## src/rtl/bggm_pkg.sv

```systemverilog
// Package: shared widths, limits and sequencer states of the gene mutation unit.
package bggm_pkg;

    localparam int GENE_W       = 32;
    localparam int SAMPLE_W     = 16;
    localparam int COUNT_W      = 11;
    localparam int GENOME_MAX   = 1024;
    localparam int COUNT_FIELD_MAX = (1 << COUNT_W) - 1;
    localparam int COUNT_CAP    = (GENOME_MAX < COUNT_FIELD_MAX) ? GENOME_MAX : COUNT_FIELD_MAX;

    localparam int PROD_W       = GENE_W + SAMPLE_W;   // exact Q36.12 product
    localparam int FRAC_SHIFT   = 12;                  // Q4.12 sample fraction bits
    localparam int SUM_W        = PROD_W - FRAC_SHIFT + 2;
    localparam int EXC_W        = SUM_W - 1;           // excess is never negative
    localparam int RANGE_W      = GENE_W + 1;
    localparam int STEP_W       = $clog2(EXC_W);

    typedef enum logic [2:0] {
        ST_IDLE,
        ST_MUL,
        ST_ADD,
        ST_CMP,
        ST_DIV,
        ST_FIN
    } bggm_state_t;

    typedef struct packed {
        logic in_ready;
        logic mul_en;
        logic add_en;
        logic cmp_en;
        logic div_en;
        logic out_load;
    } bggm_ctrl_t;

endpackage

```

## src/rtl/bggm_if.sv

```systemverilog
// Interfaces: gene input channel and mutated gene output channel.
interface bggm_in_if;
    import bggm_pkg::*;

    logic                       valid;
    logic                       ready;
    logic signed [GENE_W-1:0]   gene_value;
    logic signed [GENE_W-1:0]   deviation;
    logic signed [GENE_W-1:0]   lower_limit;
    logic signed [GENE_W-1:0]   upper_limit;
    logic                       wraps_around;
    logic                       chosen;
    logic signed [SAMPLE_W-1:0] noise_sample;
    logic                       final_gene;

    modport source (
        output valid, gene_value, deviation, lower_limit, upper_limit,
               wraps_around, chosen, noise_sample, final_gene,
        input  ready
    );
    modport sink (
        input  valid, gene_value, deviation, lower_limit, upper_limit,
               wraps_around, chosen, noise_sample, final_gene,
        output ready
    );
endinterface

interface bggm_out_if;
    import bggm_pkg::*;

    logic                     valid;
    logic                     ready;
    logic signed [GENE_W-1:0] new_value;
    logic                     was_chosen;
    logic                     end_of_genome;
    logic [COUNT_W-1:0]       chosen_total;

    modport source (
        output valid, new_value, was_chosen, end_of_genome, chosen_total,
        input  ready
    );
    modport sink (
        input  valid, new_value, was_chosen, end_of_genome, chosen_total,
        output ready
    );
endinterface

```

## src/rtl/bounded_gaussian_gene_mutation_unit.sv

```systemverilog
// Top level: gaussian gene mutation with clamp, reflect or wrap at the bounds.
//
// One gene word enters, one result word leaves, in order. The unit takes a word
// only in its idle state and then works on it step by step: it captures the
// word, runs the 16x32 noise multiply, the add and the bound compare, then the
// shared bit-serial remainder unit (one quotient bit per cycle over the 37-bit
// excess), and last folds and saturates into the output register. The remainder
// loop runs on every word, with a zero excess when no fold is needed, so every
// word takes the same steps. The output register holds a finished word while
// the next gene is captured; the fold step waits there only if the previous
// result is still unread. Chosen genes are counted on capture; the count
// saturates at the genome limit and is reported, then cleared, on the word
// marked as the last gene. The bounce register must be written through cfg_we /
// cfg_wdata by the user only while the unit is idle; the unit does not enforce it.
module bounded_gaussian_gene_mutation_unit (
    input  logic          clk,
    input  logic          rst_n,
    input  logic          cfg_we,
    input  logic          cfg_wdata,
    bggm_in_if.sink       gene_in,
    bggm_out_if.source    gene_out
);
    import bggm_pkg::*;

    bggm_state_t state_reg, state_next;
    bggm_ctrl_t  ctrl;

    logic bounce_reg;
    logic [COUNT_W-1:0] count_reg;

    // Captured gene word.
    logic signed [GENE_W-1:0]   gene_reg, dev_reg, lo_reg, hi_reg;
    logic signed [SAMPLE_W-1:0] sample_reg;
    logic wrap_reg, pick_reg, last_reg;
    logic [COUNT_W-1:0] total_reg;

    // Datapath.
    logic signed [PROD_W-1:0]  prod_reg;
    logic signed [SUM_W-1:0]   sum_reg;
    logic signed [GENE_W-1:0]  base_reg;
    logic                      sub_reg;
    logic [EXC_W-1:0]          exc_reg;
    logic [RANGE_W-1:0]        range_reg;
    logic [RANGE_W-1:0]        rem_reg;
    logic [STEP_W-1:0]         step_reg;

    // Output register.
    logic                      out_valid_reg;
    logic signed [GENE_W-1:0]  out_value_reg;
    logic                      out_pick_reg, out_last_reg;
    logic [COUNT_W-1:0]        out_total_reg;

    logic in_fire;
    logic out_free;
    logic active;
    logic [COUNT_W-1:0] count_bumped;

    logic signed [SUM_W-1:0]   gene_ext, lo_ext, hi_ext, noise_term;
    logic signed [RANGE_W-1:0] span;
    logic [RANGE_W-1:0]        span_mag;
    logic                      below, above, folds;
    logic [RANGE_W:0]          trial;
    logic [RANGE_W:0]          trial_diff;
    logic signed [RANGE_W+1:0] fold_sum;
    logic signed [GENE_W-1:0]  fold_sat;

    localparam logic signed [RANGE_W+1:0] INT_MAX_EXT =
        (RANGE_W+2)'(signed'({1'b0, {(GENE_W-1){1'b1}}}));
    localparam logic signed [RANGE_W+1:0] INT_MIN_EXT =
        (RANGE_W+2)'(signed'({1'b1, {(GENE_W-1){1'b0}}}));

    assign in_fire  = gene_in.valid && ctrl.in_ready;
    assign out_free = !out_valid_reg || gene_out.ready;

    // ---------------------------------------------------------------- sequencer
    always_comb
    begin
        state_next = state_reg;
        unique case (state_reg)
            ST_IDLE: if (gene_in.valid) state_next = ST_MUL;
            ST_MUL:  state_next = ST_ADD;
            ST_ADD:  state_next = ST_CMP;
            ST_CMP:  state_next = ST_DIV;
            ST_DIV:  if (step_reg == '0) state_next = ST_FIN;
            ST_FIN:  if (out_free) state_next = ST_IDLE;
            default: state_next = ST_IDLE;
        endcase
    end

    always_comb
    begin
        ctrl = '0;
        unique case (state_reg)
            ST_IDLE: ctrl.in_ready = 1'b1;
            ST_MUL:  ctrl.mul_en   = 1'b1;
            ST_ADD:  ctrl.add_en   = 1'b1;
            ST_CMP:  ctrl.cmp_en   = 1'b1;
            ST_DIV:  ctrl.div_en   = 1'b1;
            ST_FIN:  ctrl.out_load = out_free;
            default: ctrl = '0;
        endcase
    end

    always_ff @(posedge clk or negedge rst_n)
    begin
        if (!rst_n)
        begin
            state_reg <= ST_IDLE;
        end
        else
        begin
            state_reg <= state_next;
        end
    end

    assign gene_in.ready = ctrl.in_ready;

    // ------------------------------------------------------ config and counter
    // Saturate the chosen count at the genome limit.
    assign count_bumped = (gene_in.chosen && (count_reg < COUNT_W'(COUNT_CAP)))
                          ? count_reg + COUNT_W'(1) : count_reg;

    always_ff @(posedge clk or negedge rst_n)
    begin
        if (!rst_n)
        begin
            bounce_reg <= 1'b0;
            count_reg  <= '0;
        end
        else
        begin
            if (cfg_we)
            begin
                bounce_reg <= cfg_wdata;
            end
            if (in_fire)
            begin
                // Clear after the last gene of a genome.
                count_reg <= gene_in.final_gene ? '0 : count_bumped;
            end
        end
    end

    // -------------------------------------------------------------- capture
    always_ff @(posedge clk)
    begin
        if (in_fire)
        begin
            gene_reg   <= gene_in.gene_value;
            dev_reg    <= gene_in.deviation;
            lo_reg     <= gene_in.lower_limit;
            hi_reg     <= gene_in.upper_limit;
            sample_reg <= gene_in.noise_sample;
            wrap_reg   <= gene_in.wraps_around;
            pick_reg   <= gene_in.chosen;
            last_reg   <= gene_in.final_gene;
            total_reg  <= gene_in.final_gene ? count_bumped : '0;
        end
    end

    // ------------------------------------------------------------- datapath
    assign active     = pick_reg && !dev_reg[GENE_W-1] && (dev_reg != '0);
    assign gene_ext   = SUM_W'(gene_reg);
    assign lo_ext     = SUM_W'(lo_reg);
    assign hi_ext     = SUM_W'(hi_reg);
    // Arithmetic shift drops the sample fraction, rounding toward minus infinity.
    assign noise_term = SUM_W'(prod_reg >>> FRAC_SHIFT);

    assign span     = RANGE_W'(hi_reg) - RANGE_W'(lo_reg);
    assign span_mag = span[RANGE_W-1] ? RANGE_W'(-span) : RANGE_W'(span);
    assign below    = sum_reg < lo_ext;
    assign above    = sum_reg > hi_ext;
    assign folds    = (wrap_reg || bounce_reg) && (span_mag != '0);

    // Restoring remainder step: shift in one excess bit, subtract if it fits.
    assign trial      = {rem_reg, exc_reg[EXC_W-1]};
    assign trial_diff = trial - {1'b0, range_reg};

    assign fold_sum = sub_reg ? ((RANGE_W+2)'(base_reg) - (RANGE_W+2)'(signed'({1'b0, rem_reg})))
                              : ((RANGE_W+2)'(base_reg) + (RANGE_W+2)'(signed'({1'b0, rem_reg})));

    always_comb
    begin
        priority if (fold_sum > INT_MAX_EXT)
            fold_sat = INT_MAX_EXT[GENE_W-1:0];
        else if (fold_sum < INT_MIN_EXT)
            fold_sat = INT_MIN_EXT[GENE_W-1:0];
        else
            fold_sat = fold_sum[GENE_W-1:0];
    end

    always_ff @(posedge clk)
    begin
        if (ctrl.mul_en)
        begin
            prod_reg <= PROD_W'(sample_reg) * PROD_W'(dev_reg);
        end
        if (ctrl.add_en)
        begin
            sum_reg <= gene_ext + noise_term;
        end
        if (ctrl.cmp_en)
        begin
            range_reg <= span_mag;
            rem_reg   <= '0;
            step_reg  <= STEP_W'(EXC_W - 1);
            sub_reg   <= 1'b0;
            exc_reg   <= '0;
            priority if (!active)
            begin
                base_reg <= gene_reg;
            end
            else if (below)
            begin
                if (folds)
                begin
                    // Wrap counts down from high, reflect up from low.
                    base_reg <= wrap_reg ? hi_reg : lo_reg;
                    sub_reg  <= wrap_reg;
                    exc_reg  <= EXC_W'(lo_ext - sum_reg);
                end
                else
                begin
                    base_reg <= lo_reg;
                end
            end
            else if (above)
            begin
                if (folds)
                begin
                    base_reg <= wrap_reg ? lo_reg : hi_reg;
                    sub_reg  <= !wrap_reg;
                    exc_reg  <= EXC_W'(sum_reg - hi_ext);
                end
                else if (wrap_reg || bounce_reg)
                begin
                    // Zero range folds to the low bound.
                    base_reg <= lo_reg;
                end
                else
                begin
                    base_reg <= hi_reg;
                end
            end
            else
            begin
                base_reg <= sum_reg[GENE_W-1:0];
            end
        end
        if (ctrl.div_en)
        begin
            rem_reg  <= trial_diff[RANGE_W] ? trial[RANGE_W-1:0] : trial_diff[RANGE_W-1:0];
            exc_reg  <= {exc_reg[EXC_W-2:0], 1'b0};
            step_reg <= step_reg - STEP_W'(1);
        end
    end

    // ------------------------------------------------------- output register
    always_ff @(posedge clk or negedge rst_n)
    begin
        if (!rst_n)
        begin
            out_valid_reg <= 1'b0;
        end
        else
        begin
            if (ctrl.out_load)
            begin
                out_valid_reg <= 1'b1;
            end
            else if (gene_out.ready)
            begin
                out_valid_reg <= 1'b0;
            end
        end
    end

    always_ff @(posedge clk)
    begin
        if (ctrl.out_load)
        begin
            out_value_reg <= fold_sat;
            out_pick_reg  <= pick_reg;
            out_last_reg  <= last_reg;
            out_total_reg <= total_reg;
        end
    end

    assign gene_out.valid         = out_valid_reg;
    assign gene_out.new_value     = out_value_reg;
    assign gene_out.was_chosen    = out_pick_reg;
    assign gene_out.end_of_genome = out_last_reg;
    assign gene_out.chosen_total  = out_total_reg;

endmodule

```

## src/flat_wrapper.sv

```systemverilog
// flat-port wrapper written by rule: the top's interface ports become plain ports
module bounded_gaussian_gene_mutation_unit_flat import bggm_pkg::*;
  (clk, rst_n, cfg_we, cfg_wdata, gene_in_valid, gene_in_gene_value, gene_in_deviation, gene_in_lower_limit, gene_in_upper_limit, gene_in_wraps_around, gene_in_chosen, gene_in_noise_sample, gene_in_final_gene, gene_in_ready, gene_out_valid, gene_out_new_value, gene_out_was_chosen, gene_out_end_of_genome, gene_out_chosen_total, gene_out_ready);
  bggm_in_if gene_in_i ();
  bggm_out_if gene_out_i ();
  input  logic clk;
  input  logic rst_n;
  input  logic cfg_we;
  input  logic cfg_wdata;
  input wire logic [$bits(gene_in_i.valid)-1:0] gene_in_valid;
  input wire logic [$bits(gene_in_i.gene_value)-1:0] gene_in_gene_value;
  input wire logic [$bits(gene_in_i.deviation)-1:0] gene_in_deviation;
  input wire logic [$bits(gene_in_i.lower_limit)-1:0] gene_in_lower_limit;
  input wire logic [$bits(gene_in_i.upper_limit)-1:0] gene_in_upper_limit;
  input wire logic [$bits(gene_in_i.wraps_around)-1:0] gene_in_wraps_around;
  input wire logic [$bits(gene_in_i.chosen)-1:0] gene_in_chosen;
  input wire logic [$bits(gene_in_i.noise_sample)-1:0] gene_in_noise_sample;
  input wire logic [$bits(gene_in_i.final_gene)-1:0] gene_in_final_gene;
  output wire logic [$bits(gene_in_i.ready)-1:0] gene_in_ready;
  output wire logic [$bits(gene_out_i.valid)-1:0] gene_out_valid;
  output wire logic [$bits(gene_out_i.new_value)-1:0] gene_out_new_value;
  output wire logic [$bits(gene_out_i.was_chosen)-1:0] gene_out_was_chosen;
  output wire logic [$bits(gene_out_i.end_of_genome)-1:0] gene_out_end_of_genome;
  output wire logic [$bits(gene_out_i.chosen_total)-1:0] gene_out_chosen_total;
  input wire logic [$bits(gene_out_i.ready)-1:0] gene_out_ready;
  assign gene_in_i.valid = gene_in_valid;
  assign gene_in_i.gene_value = gene_in_gene_value;
  assign gene_in_i.deviation = gene_in_deviation;
  assign gene_in_i.lower_limit = gene_in_lower_limit;
  assign gene_in_i.upper_limit = gene_in_upper_limit;
  assign gene_in_i.wraps_around = gene_in_wraps_around;
  assign gene_in_i.chosen = gene_in_chosen;
  assign gene_in_i.noise_sample = gene_in_noise_sample;
  assign gene_in_i.final_gene = gene_in_final_gene;
  assign gene_in_ready = gene_in_i.ready;
  assign gene_out_valid = gene_out_i.valid;
  assign gene_out_new_value = gene_out_i.new_value;
  assign gene_out_was_chosen = gene_out_i.was_chosen;
  assign gene_out_end_of_genome = gene_out_i.end_of_genome;
  assign gene_out_chosen_total = gene_out_i.chosen_total;
  assign gene_out_i.ready = gene_out_ready;
  bounded_gaussian_gene_mutation_unit u_core (.clk(clk), .rst_n(rst_n), .cfg_we(cfg_we), .cfg_wdata(cfg_wdata), .gene_in(gene_in_i), .gene_out(gene_out_i));
endmodule
```

## config.mk

```make
export PLATFORM = sky130hd
export DESIGN_NAME = bounded_gaussian_gene_mutation_unit_flat
export DESIGN_NICKNAME = d
export VERILOG_FILES = /design/src/rtl/bggm_pkg.sv /design/src/rtl/bggm_if.sv /design/src/rtl/bounded_gaussian_gene_mutation_unit.sv /design/src/flat_wrapper.sv
export SDC_FILE = /design/constraint.sdc
export NUM_CORES = 2
export LEC_CHECK = 0
export ABC_AREA = 1
export BUFFER_PORTS_ARGS = -buffer_cell sky130_fd_sc_hd__buf_2
export CAP_MARGIN = 10
export CORE_MARGIN = 2
export CORE_UTILIZATION = 40
export DETAILED_ROUTE_END_ITERATION = 6
export GPL_ROUTABILITY_DRIVEN = 0
export PLACE_DENSITY = 0.65
export SLEW_MARGIN = 5
export SYNTH_ARGS = -nofsm -noshare
export SYNTH_HDL_FRONTEND = slang
export SYNTH_SLANG_ARGS = --single-unit
export TNS_END_PERCENT = 5
```

## constraint.sdc

```tcl
create_clock -name clk -period 11.1 [get_ports clk]
set_input_delay 1.11 -clock clk [delete_from_list [all_inputs] [get_ports clk]]
set_output_delay 1.11 -clock clk [all_outputs]
set_load 0.03 [all_outputs]
```

---- Word level (Yosys, flattened, before mapping) ----
Cells that the tools add are included.
word-level totals
  RAM bits ................................ 0
  output and inout port bits .............. 47
  memories ................................ 0
  bits in read-only memories .............. 0
  bits in latches ......................... 0
  register bits ........................... 446
  logic and storage cells ................. 108
operators by class
  shift operators ......................... 0
  mux-type cells .......................... 41
  reduce and logical (&&, ||, !) cells .... 17
  divide/modulo/power cells ............... 0
  add/sub/neg operators ................... 10
  multipliers ............................. 1
  order comparisons ....................... 5
  bitwise logic cells ..................... 0
  equality and inequality tests ........... 8
operator list
  kind                   number
  $mux 32                9
  $mux 37                7
  $mux 33                4
  $mul 16x32->48         1
  $add 32x36->37         1
  $gt 37x32->1           1
  $lt 37x32->1           1
  $sub 32x37->37         1
  $sub 37x32->37         1
  $add 32x34->35         1
  $gt 35x32->1 const B   1
  $lt 35x32->1 const B   1
  $mux 35                1
  $sub 32x34->35         1
  $sub 34x33->34         1
  $neg 33->33            1
  $reduce_bool 33->1     1
  $sub 32x32->33         1
  $reduce_bool 32->1     1
  $mux 11                2
  $pmux 3 s6             1
  $mux 1                 12
  $mux 6                 2
  $add 11x1->11 const B  1
  15 further kinds       28

---- Depth between registers and ports, before layout ----
  depth in word-level cells ............... 11
  depth in mapped cells ................... 35
  mapped depth without buffers ............ 33

---- Least setup slack after synthesis ----
No wires, ideal clock.
  path kind ............................... reg-to-reg
  from .................................... register u_core.state_reg[2]
  to ...................................... register u_core.exc_reg[10], enable pin
  setup slack ............................. 3048 ps
  path buffers ............................ 0
  required time ........................... 10664 ps
  cell stages (with the launch flop) ...... 4
  data arrival time ....................... 7617 ps
  cells stage by stage .................... dfrtp_1 > nor3_1 > inv_1 > nand2_1
on the way
  word-level cells in the longest chain between the ends .. 3
  elaborated cells on any way between the ends .. 5
  those cells by class .................... eq/ne (2); mux (2); reduce/logical (1)
RTL lines
  item                                      RTL line                                    RTL
  start: declaration                        bounded_gaussian_gene_mutation_unit.sv:25   bggm_state_t state_reg, state_next;
  start signal: assignment                  bounded_gaussian_gene_mutation_unit.sv:112  state_reg <= state_next;
  $eq 3x3->1 or $eq 3x2->1 (tied branches)  bounded_gaussian_gene_mutation_unit.sv:93   unique case (state_reg)
  $mux 1                                    bounded_gaussian_gene_mutation_unit.sv:93
  $reduce_bool 2->1 (no source line) (*)    n/a
  end signal: assignment                    bounded_gaussian_gene_mutation_unit.sv:220  exc_reg <= EXC_W'(lo_ext - sum_reg);
  end signal: assignment                    bounded_gaussian_gene_mutation_unit.sv:233  exc_reg <= EXC_W'(sum_reg - hi_ext);
  end signal: assignment                    bounded_gaussian_gene_mutation_unit.sv:253  exc_reg <= {exc_reg[EXC_W-2:0], 1'b0};
  end: declaration                          bounded_gaussian_gene_mutation_unit.sv:42   logic [EXC_W-1:0] exc_reg;
Mark *: on every way between the ends. The rest lies on a longest branch, timed or not.
A chain may end at the register's enable or synchronous reset.

---- Worst setup path in the final report ----
  from .................................... register u_core.sample_reg[3]
  to ...................................... register u_core.prod_reg[25], data pin
on the way
  word-level cells in the longest chain between the ends .. 1
RTL lines
  item                      RTL line                                    RTL
  start: declaration        bounded_gaussian_gene_mutation_unit.sv:33   logic signed [SAMPLE_W-1:0] sample_reg;
  start signal: assignment  bounded_gaussian_gene_mutation_unit.sv:153  sample_reg <= gene_in.noise_sample;
  $mul 16x32->48            bounded_gaussian_gene_mutation_unit.sv:196  prod_reg <= PROD_W'(sample_reg) * PROD_W'(dev_reg);
  end signal: assignment    bounded_gaussian_gene_mutation_unit.sv:196
  end: declaration          bounded_gaussian_gene_mutation_unit.sv:38   logic signed [PROD_W-1:0] prod_reg;
No other way between the ends.

==> metrics.cfg <==
[clocking]
clk_latency_ns = 0.66
cts_buffers = 53
cts_hold_buf = 0
htreeDepth = 2
cts.path.max_buffers = 3
post_cts_buffers = 0
cts_tree = built
clk_pin_slew_ns = 0.06
cts_sinks = 434
ctsResizeCount = 0
clk_root_buffer_cell = clkbuf_16

[routing]
firstDrtPassIters = 6
dr_total_vias = 42100
wl_um = 148000
ant_nets = 0
wire_per_inst_um = 18.2
drc_errors = 0
avgViaCountPerCell = 5.16
drtIter0Drc = 3568

[placement]
post-place-ws_ns = 3.66
placed_area_um2 = 52200
post-dp-hpwl_um = 118000
io_buffer_count = 199
dp.cells = 8052

[synthesis]
ys_warn_count = 0
yosysSeqAreaShare_pct = 26.0
syn-num-nets = 7359
ys_ff_latch = 434
netlist_instances = 6390
synthFlopType = edfxtp_1
synth_edf_count = 417
synth_cell_type_count = 55
syn_avg_cell_area_um2 = 7.78
synthArstFlopShare_pct = 3.69
syn_area_um2 = 49700

[floorplanning]
io_pins = 200
die_area_um2 = 127000
die_h_um = 357
start_util_pct = 40.3
core_area_um2 = 123000
die_w_um = 357
row_count = 129

[grt]
track_usage_pct = 23.2
grt_pass1_wl_um = 231000
overflow = 0
grt_max_degree = 99
grt_pass1_vias = 41700
antenna_found_initial = 6

[sta]
tns_ns = 0
relSlewSlack_pct = 12.1
max_slew.worst_pin.slew_ns = 1.32
post-route-period-util_pct = 67.3
fmax_mhz = 134
grt_setup_unrepaired = no
fin_skew_ns = 0.0236
hold_viol_final = 0
fin_ws_ns = 3.62
drv_slew = 0
min_period_ns = 7.48
finalSetupViolations = 0

[setup_path]
r2r_slack_ns = 3.62
critPathRequiredTime_ns = 11.48
cp.arrival_ns = 7.86
crit_type = flop to flop
cp-start-kind = flop
r2r_end = u_core.prod_reg[25]$_DFFE_PP_
end_kind = flop
r2r.worst_path.cells = 27
crit_end = u_core.prod_reg[25]$_DFFE_PP_
r2r-start = u_core.sample_reg[3]$_DFFE_PP_
path_max_fanout = 32
cp-startpoint = u_core.sample_reg[3]$_DFFE_PP_

[final_layout]
syn2layout_area_growth_pct = 8.81
design_area_um2 = 54100
drive_gt1_share_pct = 6.06
fin_cells = 8152
finalNetCount = 7441

[status]
status = finished, final reports clean

[hold_path]
hold_path.class = input port to asynchronous set/reset pin

[flow_run]
cap_violations = 0

[worst max-delay path, cell delays in order, from the launching register on]
cell	delay, ns
edfxtp_1	1.22
nand2_1	0.17
fa_1	0.53
fa_1	0.58
fa_1	0.45
fa_1	0.55
inv_1	0.05
fa_1	0.48
inv_1	0.05
fa_1	0.52
inv_1	0.05
ha_1	0.31
nand2_1	0.09
inv_1	0.05
nand2_1	0.06
nand3_1	0.08
a31o_2	0.26
a21oi_1	0.32
inv_1	0.07
a21oi_1	0.24
inv_1	0.13
nand2_1	0.08
nand2_1	0.08
inv_1	0.06
o21ai_0	0.20
a21oi_1	0.26
o21ai_0	0.13
xor2_1	0.16
[cells in the mapped netlist, types with 5 or more instances]
| library cell | instances | area share (%) |
|---|---|---|
| a211oi_1 | 8 | 0.12 |
| a21boi_0 | 10 | 0.15 |
| a21o_1 | 17 | 0.26 |
| a21oi_1 | 344 | 3.5 |
| a221oi_1 | 6 | 0.11 |
| a31oi_1 | 36 | 0.45 |
| buf_1 | 7 | 0.053 |
| buf_2 | 20 | 0.20 |
| buf_4 | 9 | 0.14 |
| buf_6 | 6 | 0.14 |
| clkbuf_1 | 167 | 1.3 |
| dfrtp_1 | 16 | 0.81 |
| edfxtp_1 | 417 | 25 |
| fa_1 | 491 | 20 |
| ha_1 | 325 | 8.2 |
| inv_1 | 1344 | 10 |
| inv_2 | 10 | 0.075 |
| nand2_1 | 1691 | 13 |
| nand2_2 | 12 | 0.15 |
| nand3_1 | 250 | 2.5 |
| nand3_2 | 15 | 0.30 |
| nand4_1 | 47 | 0.59 |
| nor2_1 | 402 | 3.0 |
| nor2_2 | 6 | 0.075 |
| nor3_1 | 42 | 0.42 |
| nor4_1 | 19 | 0.24 |
| o211ai_1 | 11 | 0.17 |
| o21a_1 | 19 | 0.29 |
| o21ai_0 | 271 | 2.7 |
| o21bai_1 | 13 | 0.20 |
| o221ai_1 | 14 | 0.25 |
| o22ai_1 | 38 | 0.48 |
| o31ai_1 | 5 | 0.075 |
| or2_2 | 7 | 0.088 |
| xnor2_1 | 97 | 1.7 |
| xor2_1 | 158 | 2.8 |
[how the worst min path moves through the flow]
stage,endpoint,depth (start not counted)
final,u_core.count_reg[10]$_DFFE_PN0P_,1
after global routing,u_core.count_reg[8]$_DFFE_PN0P_,1
after CTS,u_core.count_reg[8]$_DFFE_PN0P_,1
after detailed placement,u_core.gene_out.chosen_total[3]$_DFFE_PP_,0
after global placement,u_core.gene_out.chosen_total[8]$_DFFE_PP_,0
after floorplan,u_core.gene_out.chosen_total[0]$_DFFE_PP_,0
[cell families after synthesis]
kind of cell,share of synthesized area [%]
AND/OR/NAND/NOR,20.4
adder cells (fa/ha/maj),27.9
multiplexers,0.0226
buffers and inverters,12.0
AO/OA/AOI/OAI,9.05
XOR/XNOR,4.49
flip-flops,26.0
[cell usage in the layout, fill, tap and decap left out, types with 6 or more instances in the layout]
cell,synthesis,final
a21oi_1,344,344
o22ai_1,38,38
clkbuf_1,167,8
o21bai_1,13,12
a211oi_1,8,8
nand4_1,47,47
clkinv_1,4,8
inv_2,10,10
or2_2,7,7
buf_2,20,199
xnor2_1,97,97
a221oi_1,6,6
nor2_1,402,397
edfxtp_1,417,417
clkinv_2,0,9
o21ai_0,271,271
buf_4,9,35
a21boi_0,10,10
nor4_1,19,19
nand2_2,12,12
o211ai_1,11,11
clkbuf_16,0,53
nor2_4,1,6
dfrtp_1,16,16
nand3_1,250,250
nor2_2,6,6
nand3_2,15,15
nor3_1,42,41
nand2_1,1691,1689
a21o_1,17,17
a31oi_1,36,36
ha_1,325,325
xor2_1,158,158
o221ai_1,14,14
inv_1,1344,1343
bufinv_16,0,10
fa_1,491,491
o21a_1,19,19
[metrics by stage]
| step | util [%] | hold WS [ns] |
|---|---|---|
| final | 43.8 | 0.376 |
| after global routing | 43.8 | 0.395 |
| after CTS | 43.8 | 0.352 |
| after detailed placement | 42.3 | 0.407 |
| after global placement | 42.3 | 0.402 |
| after floorplan | - | 0.400 |
[area by class of cell]
class / count / area [µm²]
inverter: 1358 / 5100
fill: 12200 / 69400
timing repair buffer: 236 / 1300
multi-input combinational: 4389 / 30900
tap: 1637 / 2050
clock buffer: 61 / 1360
sequential: 434 / 12900
clock inverter: 36 / 494
antenna: 1 / 2.50
[layer usage]
layer | routed length (µm) | track usage (%)
met2 | 67700 | 38.1
met4 | 7160 | 10.3
met5 | 41 | 0
met1 | 59800 | 30.0
met3 | 13400 | 4.01
Power is not shown: default switching activity piles up to over one toggle a cycle in this logic, so the estimate is an artifact.
